File: src/rtl/lcom_pkg.sv
`timescale 1ns / 1ps
// ----------------------------------------------------------------------------
// LiDAR curvature and occlusion marker: shared types and constants
// Field widths, the per-cell point record, the control groups passed between
// the chain, the window evaluator and the output buffer, and register codes.
// ----------------------------------------------------------------------------
package lcom_pkg;

	// Field widths of the point and result transfers.
	localparam int RANGE_W = 18;
	localparam int COL_W   = 12;
	localparam int POS_W   = 16;
	localparam int CURV_W  = 43;
	localparam int RATIO_W = 10;

	// Internal widths: curvature magnitude, ten-point range sum, grazing products.
	localparam int MAG_W  = 22;
	localparam int SUM_W  = 22;
	localparam int PROD_W = 28;

	// Frame positions wrap at this count.
	localparam int FRAME_POINTS_MAX = 65536;

	// Grazing test works in thousandths of the range.
	localparam int GRAZE_SCALE = 1000;
	// Ten neighbors minus ten times the center equals the eleven-point sum
	// minus eleven times the center.
	localparam int CURV_SELF_WEIGHT = 11;
	// Number of older points that must belong to the open frame for a curvature.
	localparam int CURV_SPAN = 10;

	// Chain geometry: cell j holds the point j places behind the newest one.
	localparam int NCELLS     = 11;
	localparam int STEPK_CELL = 1;
	localparam int X11_CELL   = 4;
	localparam int CURV_CELL  = 5;
	localparam int NEAR_LAST  = 5;
	localparam int GRAZE_CELL = 6;

	// Configuration port.
	localparam int APB_DW = 32;
	localparam int ADDR_W = 4;
	localparam logic [1:0] REG_OCCL_GAP    = 2'd0;
	localparam logic [1:0] REG_COL_LIMIT   = 2'd1;
	localparam logic [1:0] REG_GRAZE_RATIO = 2'd2;
	localparam logic [RANGE_W-1:0] OCCL_GAP_RST    = RANGE_W'(300);
	localparam logic [COL_W-1:0]   COL_LIMIT_RST   = COL_W'(10);
	localparam logic [RATIO_W-1:0] GRAZE_RATIO_RST = RATIO_W'(20);

	typedef struct packed {
		logic [RANGE_W-1:0] range_mm;
		logic [COL_W-1:0]   column;
		logic               frame_last;
	} point_t;

	typedef struct packed {
		logic [POS_W-1:0]  point_position;
		logic [CURV_W-1:0] curvature;
		logic              curvature_valid;
		logic              picked;
		logic              result_last;
	} result_t;

	typedef struct packed {
		logic [RANGE_W-1:0] occlusion_gap_mm;
		logic [COL_W-1:0]   column_gap_limit;
		logic [RATIO_W-1:0] grazing_ratio_permille;
	} cfg_t;

	// One point as it travels down the chain. Some fields are filled in on the
	// way: step_k when entering the grazing-step cell, range_x11 at the cell
	// feeding the curvature, lim and the curvature at the center cell.
	typedef struct packed {
		logic [POS_W-1:0]   pos;
		logic [RANGE_W-1:0] range_mm;
		logic [COL_W-1:0]   column;
		logic               last;
		logic               picked;
		logic               cok;
		logic [MAG_W-1:0]   cmag;
		logic [RANGE_W-1:0] step_mag;
		logic               step_up;
		logic [COL_W-1:0]   col_step;
		logic [PROD_W-1:0]  step_k;
		logic [PROD_W-1:0]  lim;
		logic [SUM_W-1:0]   range_x11;
	} cell_rec_t;

	typedef struct packed {
		logic valid;
		logic done;
	} cell_stat_t;

	typedef struct packed {
		logic load;
		logic clear;
		logic mark;
		logic finish;
	} cell_ctl_t;

	typedef struct packed {
		logic             cok;
		logic [MAG_W-1:0] cmag;
		logic             near;
		logic             far;
		logic             graze;
	} eval_t;

endpackage

File: src/rtl/lcom_cell.sv
`timescale 1ns / 1ps
// ----------------------------------------------------------------------------
// LiDAR marker chain cell
// Holds one point record. It loads its upstream neighbor, holds, or empties,
// and can set the picked flag and close the frame as the record comes in.
// ----------------------------------------------------------------------------
module lcom_cell (
	input  logic                 clk,
	input  logic                 arst_n,
	input  lcom_pkg::cell_ctl_t  ctl,
	input  lcom_pkg::cell_rec_t  up_rec,
	input  lcom_pkg::cell_stat_t up_stat,
	output lcom_pkg::cell_rec_t  rec,
	output lcom_pkg::cell_stat_t stat
);
	import lcom_pkg::*;

	cell_rec_t rec_q;
	cell_rec_t rec_d;
	logic      valid_q;
	logic      done_q;

	// Incoming record with the occlusion or grazing mark folded in.
	always_comb begin
		rec_d = up_rec;
		rec_d.picked = up_rec.picked | ctl.mark;
	end

	// Occupancy: a loaded point closes with its frame when the end mark passes.
	always_ff @(posedge clk or negedge arst_n) begin
		if (!arst_n) begin
			valid_q <= 1'b0;
			done_q  <= 1'b0;
		end else if (ctl.load) begin
			valid_q <= up_stat.valid;
			done_q  <= up_stat.valid & (up_stat.done | ctl.finish);
		end else if (ctl.clear) begin
			valid_q <= 1'b0;
			done_q  <= 1'b0;
		end
	end

	// Point record.
	always_ff @(posedge clk) begin
		if (ctl.load) begin
			rec_q <= rec_d;
		end
	end

	assign rec  = rec_q;
	assign stat = '{valid: valid_q, done: done_q};

endmodule

File: src/rtl/lcom_eval.sv
`timescale 1ns / 1ps
// ----------------------------------------------------------------------------
// LiDAR marker window evaluator
// Curvature magnitude for the point entering the center cell, and the
// occlusion and grazing decisions for the point one place older.
// ----------------------------------------------------------------------------
module lcom_eval (
	input  logic [lcom_pkg::RANGE_W-1:0] new_range,
	input  logic [lcom_pkg::SUM_W-1:0]   win_sum,
	input  lcom_pkg::cell_rec_t          near_rec,
	input  lcom_pkg::cell_rec_t          mid_rec,
	input  lcom_pkg::cfg_t               cfg,
	input  logic                         chk_en,
	input  logic                         curv_en,
	output lcom_pkg::eval_t              ev
);
	import lcom_pkg::*;

	logic [SUM_W+1:0] diff;
	logic [SUM_W+1:0] diff_abs;
	logic             col_ok;
	logic             step_big;

	// Eleven-point sum minus eleven times the center, then its magnitude.
	always_comb begin
		diff = (SUM_W+2)'(new_range) + (SUM_W+2)'(win_sum) - (SUM_W+2)'(near_rec.range_x11);
		diff_abs = diff[SUM_W+1] ? (~diff + (SUM_W+2)'(1)) : diff;
	end

	// The step between the center point and its newer neighbor is stored with
	// the newer neighbor; the older step and the threshold with the center.
	assign col_ok   = near_rec.col_step < cfg.column_gap_limit;
	assign step_big = near_rec.step_mag > cfg.occlusion_gap_mm;

	always_comb begin
		ev.cok   = curv_en;
		ev.cmag  = diff_abs[MAG_W-1:0];
		ev.far   = chk_en & col_ok & step_big & ~near_rec.step_up;
		ev.near  = chk_en & col_ok & step_big & near_rec.step_up;
		ev.graze = chk_en & (mid_rec.step_k > mid_rec.lim) & (near_rec.step_k > mid_rec.lim);
	end

endmodule

File: src/rtl/lcom_regs.sv
`timescale 1ns / 1ps
// ----------------------------------------------------------------------------
// LiDAR marker configuration registers
// APB-style port holding the occlusion gap, column limit and grazing ratio.
// ----------------------------------------------------------------------------
module lcom_regs (
	input  logic                        clk,
	input  logic                        arst_n,
	input  logic                        psel,
	input  logic                        penable,
	input  logic                        pwrite,
	input  logic [lcom_pkg::ADDR_W-1:0] paddr,
	input  logic [lcom_pkg::APB_DW-1:0] pwdata,
	output logic [lcom_pkg::APB_DW-1:0] prdata,
	output logic                        pready,
	output lcom_pkg::cfg_t              cfg
);
	import lcom_pkg::*;

	logic [RANGE_W-1:0] occl_gap_q;
	logic [COL_W-1:0]   col_limit_q;
	logic [RATIO_W-1:0] graze_ratio_q;
	logic               wr_en;
	logic [1:0]         reg_idx;

	assign pready  = 1'b1;
	assign wr_en   = psel & penable & pwrite;
	assign reg_idx = paddr[3:2];

	// Register writes complete in the access phase.
	always_ff @(posedge clk or negedge arst_n) begin
		if (!arst_n) begin
			occl_gap_q    <= OCCL_GAP_RST;
			col_limit_q   <= COL_LIMIT_RST;
			graze_ratio_q <= GRAZE_RATIO_RST;
		end else if (wr_en) begin
			case (reg_idx)
				REG_OCCL_GAP:    occl_gap_q    <= pwdata[RANGE_W-1:0];
				REG_COL_LIMIT:   col_limit_q   <= pwdata[COL_W-1:0];
				REG_GRAZE_RATIO: graze_ratio_q <= pwdata[RATIO_W-1:0];
				default:         ;
			endcase
		end
	end

	// Read data.
	always_comb begin
		case (reg_idx)
			REG_OCCL_GAP:    prdata = APB_DW'(occl_gap_q);
			REG_COL_LIMIT:   prdata = APB_DW'(col_limit_q);
			REG_GRAZE_RATIO: prdata = APB_DW'(graze_ratio_q);
			default:         prdata = '0;
		endcase
	end

	assign cfg = '{occlusion_gap_mm: occl_gap_q, column_gap_limit: col_limit_q,
		grazing_ratio_permille: graze_ratio_q};

endmodule

File: src/rtl/lcom_out_fifo.sv
`timescale 1ns / 1ps
// ----------------------------------------------------------------------------
// LiDAR marker output buffer
// Two-entry buffer between the chain and the result channel, so that the
// input stall comes from a register and not from the result stall.
// ----------------------------------------------------------------------------
module lcom_out_fifo (
	input  logic              clk,
	input  logic              arst_n,
	input  logic              push,
	input  lcom_pkg::result_t push_data,
	output logic              full,
	output logic              out_valid,
	output lcom_pkg::result_t out_data,
	input  logic              out_stall
);
	import lcom_pkg::*;

	result_t    slot_q [2];
	logic       wr_ptr_q;
	logic       rd_ptr_q;
	logic [1:0] cnt_q;
	logic       pop;

	assign out_valid = cnt_q != 2'd0;
	assign full      = cnt_q == 2'd2;
	assign pop       = out_valid & ~out_stall;
	assign out_data  = slot_q[rd_ptr_q];

	// Pointers and fill count.
	always_ff @(posedge clk or negedge arst_n) begin
		if (!arst_n) begin
			wr_ptr_q <= 1'b0;
			rd_ptr_q <= 1'b0;
			cnt_q    <= 2'd0;
		end else begin
			wr_ptr_q <= wr_ptr_q ^ push;
			rd_ptr_q <= rd_ptr_q ^ pop;
			case ({push, pop})
				2'b10:   cnt_q <= cnt_q + 2'd1;
				2'b01:   cnt_q <= cnt_q - 2'd1;
				default: cnt_q <= cnt_q;
			endcase
		end
	end

	// Result storage.
	always_ff @(posedge clk) begin
		if (push) begin
			slot_q[wr_ptr_q] <= push_data;
		end
	end

endmodule

File: src/rtl/lidar_curvature_occlusion_marker.sv
`timescale 1ns / 1ps
// ----------------------------------------------------------------------------
// LiDAR curvature and occlusion marker
// Streams one frame of points through a chain of cells, computes curvature,
// marks occluded and grazing points, and emits each point with its marks.
// ----------------------------------------------------------------------------
// The block takes one point per clock cycle, every cycle, as long as the
// two-entry result buffer is not full; that buffer is what stalls the input.
// Points sit in a chain of eleven cells and a point is delivered when the
// eleventh newer point of its frame enters, which pushes it into the result
// buffer. The end-of-frame mark closes the frame: the held points (up to
// eleven) then advance one cell per cycle and leave at one per cycle while
// the result buffer is not full, and points of the next frame can already
// be accepted behind them. The user must write configuration through the APB
// port only while no frame is in flight; the block does not enforce this.
module lidar_curvature_occlusion_marker (
	input  logic                        clk,
	input  logic                        arst_n,
	input  logic                        psel,
	input  logic                        penable,
	input  logic                        pwrite,
	input  logic [lcom_pkg::ADDR_W-1:0] paddr,
	input  logic [lcom_pkg::APB_DW-1:0] pwdata,
	output logic [lcom_pkg::APB_DW-1:0] prdata,
	output logic                        pready,
	input  logic                        point_valid,
	output logic                        point_stall,
	input  lcom_pkg::point_t            point,
	output logic                        result_valid,
	input  logic                        result_stall,
	output lcom_pkg::result_t           result
);
	import lcom_pkg::*;

	cfg_t              cfg;
	cell_rec_t         rec     [NCELLS];
	cell_stat_t        stat    [NCELLS];
	cell_rec_t         up_rec  [NCELLS];
	cell_stat_t        up_stat [NCELLS];
	cell_ctl_t         ctl     [NCELLS];
	logic [NCELLS-1:0] move_in;
	logic [NCELLS-1:0] live_vec;
	logic [NCELLS-1:0] done_vec;
	cell_rec_t         in_rec;
	eval_t             ev;
	logic              acc;
	logic              drain;
	logic              chk_en;
	logic              curv_en;
	logic              out_full;
	logic              push;
	result_t           push_data;
	logic [2*MAG_W-1:0] curv_sq;
	logic [POS_W-1:0]  pos_q;
	logic [SUM_W-1:0]  sum_q;
	logic [SUM_W:0]    sum_next;

	// Configuration registers.
	lcom_regs u_regs (
		.clk     (clk),
		.arst_n  (arst_n),
		.psel    (psel),
		.penable (penable),
		.pwrite  (pwrite),
		.paddr   (paddr),
		.pwdata  (pwdata),
		.prdata  (prdata),
		.pready  (pready),
		.cfg     (cfg)
	);

	// A full shift per accepted point; otherwise closed frames drain unless full.
	assign point_stall = out_full;
	assign acc         = point_valid & ~point_stall;
	assign drain       = ~acc & ~out_full & (|done_vec);
	assign chk_en      = acc & (&live_vec);
	assign curv_en     = acc & (&live_vec[CURV_SPAN-1:0]);

	// New point record, with its steps to the previous point of the frame.
	always_comb begin
		in_rec           = '0;
		in_rec.pos       = pos_q;
		in_rec.range_mm  = point.range_mm;
		in_rec.column    = point.column;
		in_rec.last      = point.frame_last;
		in_rec.step_up   = point.range_mm > rec[0].range_mm;
		in_rec.step_mag  = in_rec.step_up ? (point.range_mm - rec[0].range_mm)
			: (rec[0].range_mm - point.range_mm);
		in_rec.col_step  = (point.column > rec[0].column) ? (point.column - rec[0].column)
			: (rec[0].column - point.column);
	end

	// Curvature and occlusion decisions over the current window.
	lcom_eval u_eval (
		.new_range (point.range_mm),
		.win_sum   (sum_q),
		.near_rec  (rec[X11_CELL]),
		.mid_rec   (rec[CURV_CELL]),
		.cfg       (cfg),
		.chk_en    (chk_en),
		.curv_en   (curv_en),
		.ev        (ev)
	);

	// The chain of cells.
	for (genvar j = 0; j < NCELLS; j++) begin : g_cell
		if (j == 0) begin : g_head
			always_comb begin
				up_rec[j]  = in_rec;
				up_stat[j] = '{valid: 1'b1, done: 1'b0};
				move_in[j] = 1'b0;
			end
		end else begin : g_body
			// Upstream record, with the fields that this cell position fills in.
			always_comb begin
				up_rec[j]  = rec[j-1];
				up_stat[j] = stat[j-1];
				move_in[j] = stat[j-1].valid & stat[j-1].done;
				if (j == STEPK_CELL) begin
					up_rec[j].step_k = PROD_W'(rec[j-1].step_mag) * PROD_W'(GRAZE_SCALE);
				end
				if (j == X11_CELL) begin
					up_rec[j].range_x11 = SUM_W'(rec[j-1].range_mm) * SUM_W'(CURV_SELF_WEIGHT);
				end
				if (j == CURV_CELL) begin
					up_rec[j].lim = PROD_W'(rec[j-1].range_mm)
						* PROD_W'(cfg.grazing_ratio_permille);
					if (ev.cok) begin
						up_rec[j].cmag = ev.cmag;
						up_rec[j].cok  = 1'b1;
					end
				end
			end
		end

		// Cell control: a closed point moves on during a drain, and leaves its
		// cell empty when nothing closed follows it.
		always_comb begin
			ctl[j].load   = acc | (drain & move_in[j]);
			ctl[j].clear  = drain & ~move_in[j] & stat[j].valid & stat[j].done;
			ctl[j].finish = acc & point.frame_last;
			if (j <= NEAR_LAST) begin
				ctl[j].mark = ev.near;
			end else if (j == GRAZE_CELL) begin
				ctl[j].mark = ev.far | ev.graze;
			end else begin
				ctl[j].mark = ev.far;
			end
		end

		assign live_vec[j] = stat[j].valid & ~stat[j].done;
		assign done_vec[j] = stat[j].valid & stat[j].done;

		lcom_cell u_cell (
			.clk     (clk),
			.arst_n  (arst_n),
			.ctl     (ctl[j]),
			.up_rec  (up_rec[j]),
			.up_stat (up_stat[j]),
			.rec     (rec[j]),
			.stat    (stat[j])
		);
	end

	// Running range sum over the open frame's points in cells 0 to 9.
	assign sum_next = (SUM_W+1)'(sum_q) + (SUM_W+1)'(point.range_mm)
		- (live_vec[CURV_SPAN-1] ? (SUM_W+1)'(rec[CURV_SPAN-1].range_mm) : '0);

	// Frame position counter and window sum.
	always_ff @(posedge clk or negedge arst_n) begin
		if (!arst_n) begin
			pos_q <= '0;
			sum_q <= '0;
		end else if (acc) begin
			if (point.frame_last) begin
				pos_q <= '0;
				sum_q <= '0;
			end else begin
				pos_q <= (pos_q == POS_W'(FRAME_POINTS_MAX - 1)) ? '0 : pos_q + POS_W'(1);
				sum_q <= sum_next[SUM_W-1:0];
			end
		end
	end

	// The point leaving the last cell becomes a result.
	assign push = (acc & stat[NCELLS-1].valid) | (drain & done_vec[NCELLS-1]);
	assign curv_sq = (2*MAG_W)'(rec[NCELLS-1].cmag) * (2*MAG_W)'(rec[NCELLS-1].cmag);

	always_comb begin
		push_data.point_position  = rec[NCELLS-1].pos;
		push_data.curvature       = rec[NCELLS-1].cok ? curv_sq[CURV_W-1:0] : '0;
		push_data.curvature_valid = rec[NCELLS-1].cok;
		push_data.picked          = rec[NCELLS-1].picked | ev.far;
		push_data.result_last     = rec[NCELLS-1].last;
	end

	lcom_out_fifo u_out (
		.clk       (clk),
		.arst_n    (arst_n),
		.push      (push),
		.push_data (push_data),
		.full      (out_full),
		.out_valid (result_valid),
		.out_data  (result),
		.out_stall (result_stall)
	);

`ifndef NO_ASSERTIONS
	// Points of the open frame always occupy one run of cells starting at cell 0.
	a_live_run: assert property (@(posedge clk) disable iff (!arst_n)
		(live_vec & (live_vec + NCELLS'(1))) == '0)
		else $error("open-frame points are not contiguous in the chain");

	// A result is never pushed into a full output buffer.
	a_no_overflow: assert property (@(posedge clk) disable iff (!arst_n)
		push |-> !out_full)
		else $error("result pushed into a full output buffer");

	// The end-of-frame mark closes every point of the frame.
	a_frame_close: assert property (@(posedge clk) disable iff (!arst_n)
		(acc && point.frame_last) |=> (live_vec == '0))
		else $error("points of a closed frame still counted as open");
`endif

endmodule

File: config.mk
export PLATFORM = sky130hd
export DESIGN_NAME = lidar_curvature_occlusion_marker
export DESIGN_NICKNAME = d
export VERILOG_FILES = /design/src/rtl/lcom_pkg.sv /design/src/rtl/lcom_cell.sv /design/src/rtl/lcom_eval.sv /design/src/rtl/lcom_regs.sv /design/src/rtl/lcom_out_fifo.sv /design/src/rtl/lidar_curvature_occlusion_marker.sv
export SDC_FILE = /design/constraint.sdc
export NUM_CORES = 2
export LEC_CHECK = 0
export BUFFER_PORTS_ARGS = -buffer_cell sky130_fd_sc_hd__buf_2
export CAP_MARGIN = 25
export CORE_MARGIN = 1.5
export CORE_UTILIZATION = 60
export CTS_BUF_LIST = sky130_fd_sc_hd__clkbuf_4 sky130_fd_sc_hd__clkbuf_8
export CTS_CLUSTER_SIZE = 8
export DETAILED_ROUTE_END_ITERATION = 12
export PLACE_DENSITY = 0.77
export SKIP_CTS_REPAIR_TIMING = 1
export SLEW_MARGIN = 15
export SYNTH_ARGS = -nofsm -noshare
export SYNTH_HDL_FRONTEND = slang
export SYNTH_SLANG_ARGS = --single-unit
File: constraint.sdc
create_clock -name clk -period 10 [get_ports clk]
set_input_delay 2 -clock clk [delete_from_list [all_inputs] [get_ports clk]]
set_output_delay 2 -clock clk [all_outputs]
set_load 0.02 [all_outputs]
==> flow_summary_export.csv <==
group,metric,value,unit
global_route,antenna_found_initial,6,
floorplanning,core-area,0.111,mm2
floorplanning,die_h,338,um
worst_setup_path,path_depth,24,
route,route.detailed.drc,0,
route,routedWlPerCell,18.2,um
global_route,gr-total-overflow,0,
sta,maxSlewHeadroom,29.9,%
route,drtPass1Iterations,8,
sta,period_share,83.0,%
synthesis,synthTopCellsByArea,"edfxtp_1 43%, fa_1 17%, ha_1 9.5%, inv_1 5.7%, dfrtp_1 3.6%",
sta,fin_setup_tns,0,ns
synthesis,ys_warn_count,0,
worst_setup_path,crit_type,"register to register",
sta,slew_viol_final,0,
synthesis,synth_area_per_cell,12.3,um2
sta,tightest_slew,1.05,ns
worst_setup_path,cp_slowest_cell,"edfxtp_1",
worst_setup_path,end_kind,"register",
worst_setup_path,crit_path_frequent_cell,"fa_1",
global_route,grt_first_pass_wirelength,217,mm
worst_setup_path,crit_family,"adder cells",
cts,clk_latency,0.87,ns
floorplanning,initial_utilization,60.7,%
synthesis,synth_top_area_cell,"edfxtp_1",
route,finalWirelength,133,mm
sta,finalClockSkew,0.0447,ns
placement,gp_congestion,0.889,
sta,setup_viol,0,
synthesis,synthArstFlopShare,9.67,%
synthesis,synth_top_area_share,43.3,%
floorplanning,die_w,338,um
cts,clkSinkCount,1075,
synthesis,yosys_register_bits,1075,
route,viasPerCell,5.48,
worst_setup_path,worst-path-buf-inv,5,
synthesis,synth_edf_count,971,
sta,rsz0062_at_grt,"false",
sta,fin_crit,8.30,ns
placement,hpwl,99.1,mm
worst_setup_path,path_cells,"inv_1 -> ha_1 -> or2_2 -> fa_1 -> inv_1 -> fa_1 -> inv_1 -> fa_1 -> fa_1 -> fa_1 -> inv_1 -> fa_1 -> inv_1 -> ha_1 -> nand3_1 -> or2_2 -> a2111oi_0 -> o31a_1 -> o211ai_1 -> o211ai_1 -> and3_1 -> a31oi_1 -> xnor2_1 -> and2_1",
min_path,hold_class,"register to register",
global_route,grt_usage,24.0,%
cts,ctsHtreeMaxLevel,4,
flow_run,drv_cap,0,
finish,syn2layout_area_growth,8.64,%
global_route,grt_max_degree,83,
floorplanning,io_pins,171,
floorplanning,fp.dieArea,0.114,mm2
placement,postPlaceCellArea,0.0697,mm2
worst_setup_path,critPathMaxStageDelay,0.98,ns
worst_setup_path,cp_max_fo,20,
worst_setup_path,r2r-start,"g_cell[10].u_cell.rec[117]$_DFFE_PP_",
cts,tritoncts,"built",
synthesis,synth_ff_type,"edfxtp_1",
floorplanning,num_rows,122,
route,vias,40100,
sta,max_freq,0.121,GHz
cts,clock_path_buffers,3,
min_path,worstHoldStart,"g_cell[9].u_cell.rec[129]$_DFFE_PP_",
min_path,min_to,"g_cell[10].u_cell.rec[129]$_DFFE_PP_",
finish,design_area,0.0732,mm2
cts,clockRootBuffer,"clkbuf_8",
sta,fin_hold_ws,0.401,ns
status,outcome,"completed",
route,drtIter0Drc,3076,
global_route,grt_pass1_vias,41900,
finish,drive_gt1_share,10.3,%
cts,cts_buffers,172,
route,ant_nets,0,
worst_setup_path,worstSetupStartpointType,"register",
worst_setup_path,required,10.57,ns
min_path,whs_path_depth,0,
synthesis,yosysSeqAreaShare,47.1,%
synthesis,netlist_instances,5493,
cts,clk_transition_reported_paths,0.06,ns
worst_setup_path,r2r_end,"u_out.slot_q[0][38]$_DFFE_PP_",
synthesis,syn_area,0.0674,mm2
worst_setup_path,critPathArrivalTime,8.87,ns
synthesis,yosys.cell_types.count,89,
worst_setup_path,rrSetupSlack,1.70,ns
placement,io_buffers,138,
worst_setup_path,rr_worst_depth,24,
finish,nets,6873,
sta,finalHoldViolations,0,
## flip-flops by register name (all words and copies together), names as in the netlist, 10 cells and up
signal and count:
g_cell.u_cell.valid_q 11, g_cell.u_cell.rec 849, pos_q 16, sum_q 22, u_regs.graze_ratio_q 10, u_regs.occl_gap_q 18
u_regs.col_limit_q 12, g_cell.u_cell.done_q 11, u_out.slot_q 122
## worst max-delay path by stage
stage	startpoint	endpoint
final	g_cell[10].u_cell.rec[117]$_DFFE_PP_	u_out.slot_q[0][38]$_DFFE_PP_
after global routing	g_cell[10].u_cell.rec[115]$_DFFE_PP_	u_out.slot_q[0][42]$_DFFE_PP_
after CTS	g_cell[10].u_cell.rec[113]$_DFFE_PP_	u_out.slot_q[0][38]$_DFFE_PP_
after detailed placement	g_cell[10].u_cell.rec[113]$_DFFE_PP_	u_out.slot_q[1][38]$_DFFE_PP_
after global placement	g_cell[10].u_cell.rec[113]$_DFFE_PP_	u_out.slot_q[0][38]$_DFFE_PP_
after floorplan	point_valid	g_cell[4].u_cell.done_q$_DFFE_PN0P_
## metrics by stage
stage | util (%) | worst slack, ns | instances
after floorplan | - | 2.33 | 5507
final | 66.0 | 1.70 | 7317
after global routing | 66.0 | 1.30 | 7316
after CTS | 65.9 | 1.69 | 7310
after global placement | 62.8 | 1.78 | 7011
after detailed placement | 62.8 | 1.74 | 7012
## area by class of cell
cell class | instances | area (um2)
fill | 7916 | 37800
clock inverter | 51 | 454
multi-input combinational | 3244 | 31200
inverter | 1026 | 3850
clock buffer | 247 | 2960
antenna | 4 | 10.0
tap | 1488 | 1860
timing repair buffer | 182 | 1070
sequential | 1075 | 31800
## placed cells by master (no fill, tap or decap), drive strengths merged, types with 23 or more instances in the layout
cell type     n
a21o        107
a21oi       182
a31oi        23
and2        225
and3         33
buf         182
clkbuf      247
clkinv       35
dfrtp        96
edfxtp      971
fa          587
ha          511
inv        1033
mux2         79
mux2i        38
nand2       415
nand2b       29
nand3        44
nand4        32
nor2        184
nor2b        52
nor3         42
o21ai       173
o21bai       27
xnor2       127
xor2         72
## synthesized netlist by cell type (all sizes together), types with 42 or more instances
library cell / instances
a21o: 107
clkbuf: 137
nand2: 415
mux2: 79
nor2b: 52
a21oi: 182
xnor2: 127
ha: 511
nor3: 42
fa: 587
edfxtp: 971
dfrtp: 96
xor2: 72
o21ai: 173
nand3: 44
inv: 1025
and2: 225
nor2: 184
## per-layer routing
layer / global-route usage, % / vias up / part of all wire, %
li1: - / 18700 / -
met1: 32.7 / 19900 / 42
met2: 39.5 / 1255 / 48
met3: 4.15 / 229 / 6.7
met4: 7.34 / 4 / 2.4
met5: 0 / - / 0.020
## kinds of logic after synthesis
| logic type | after synthesis | synth area share [%] |
|---|---|---|
| buffers and inverters | 1188 | 6.74 |
| adder cells (fa/ha/maj) | 1099 | 26.9 |
| AO/OA/AOI/OAI | 679 | 6.45 |
| multiplexers | 117 | 1.88 |
| flip-flops | 1075 | 47.1 |
| XOR/XNOR | 199 | 2.59 |
| AND/OR/NAND/NOR | 1134 | 8.25 |
| other | 2 | 0.0111 |
Power is not shown: default switching activity piles up to over one toggle a cycle in this logic, so the estimate is an artifact.
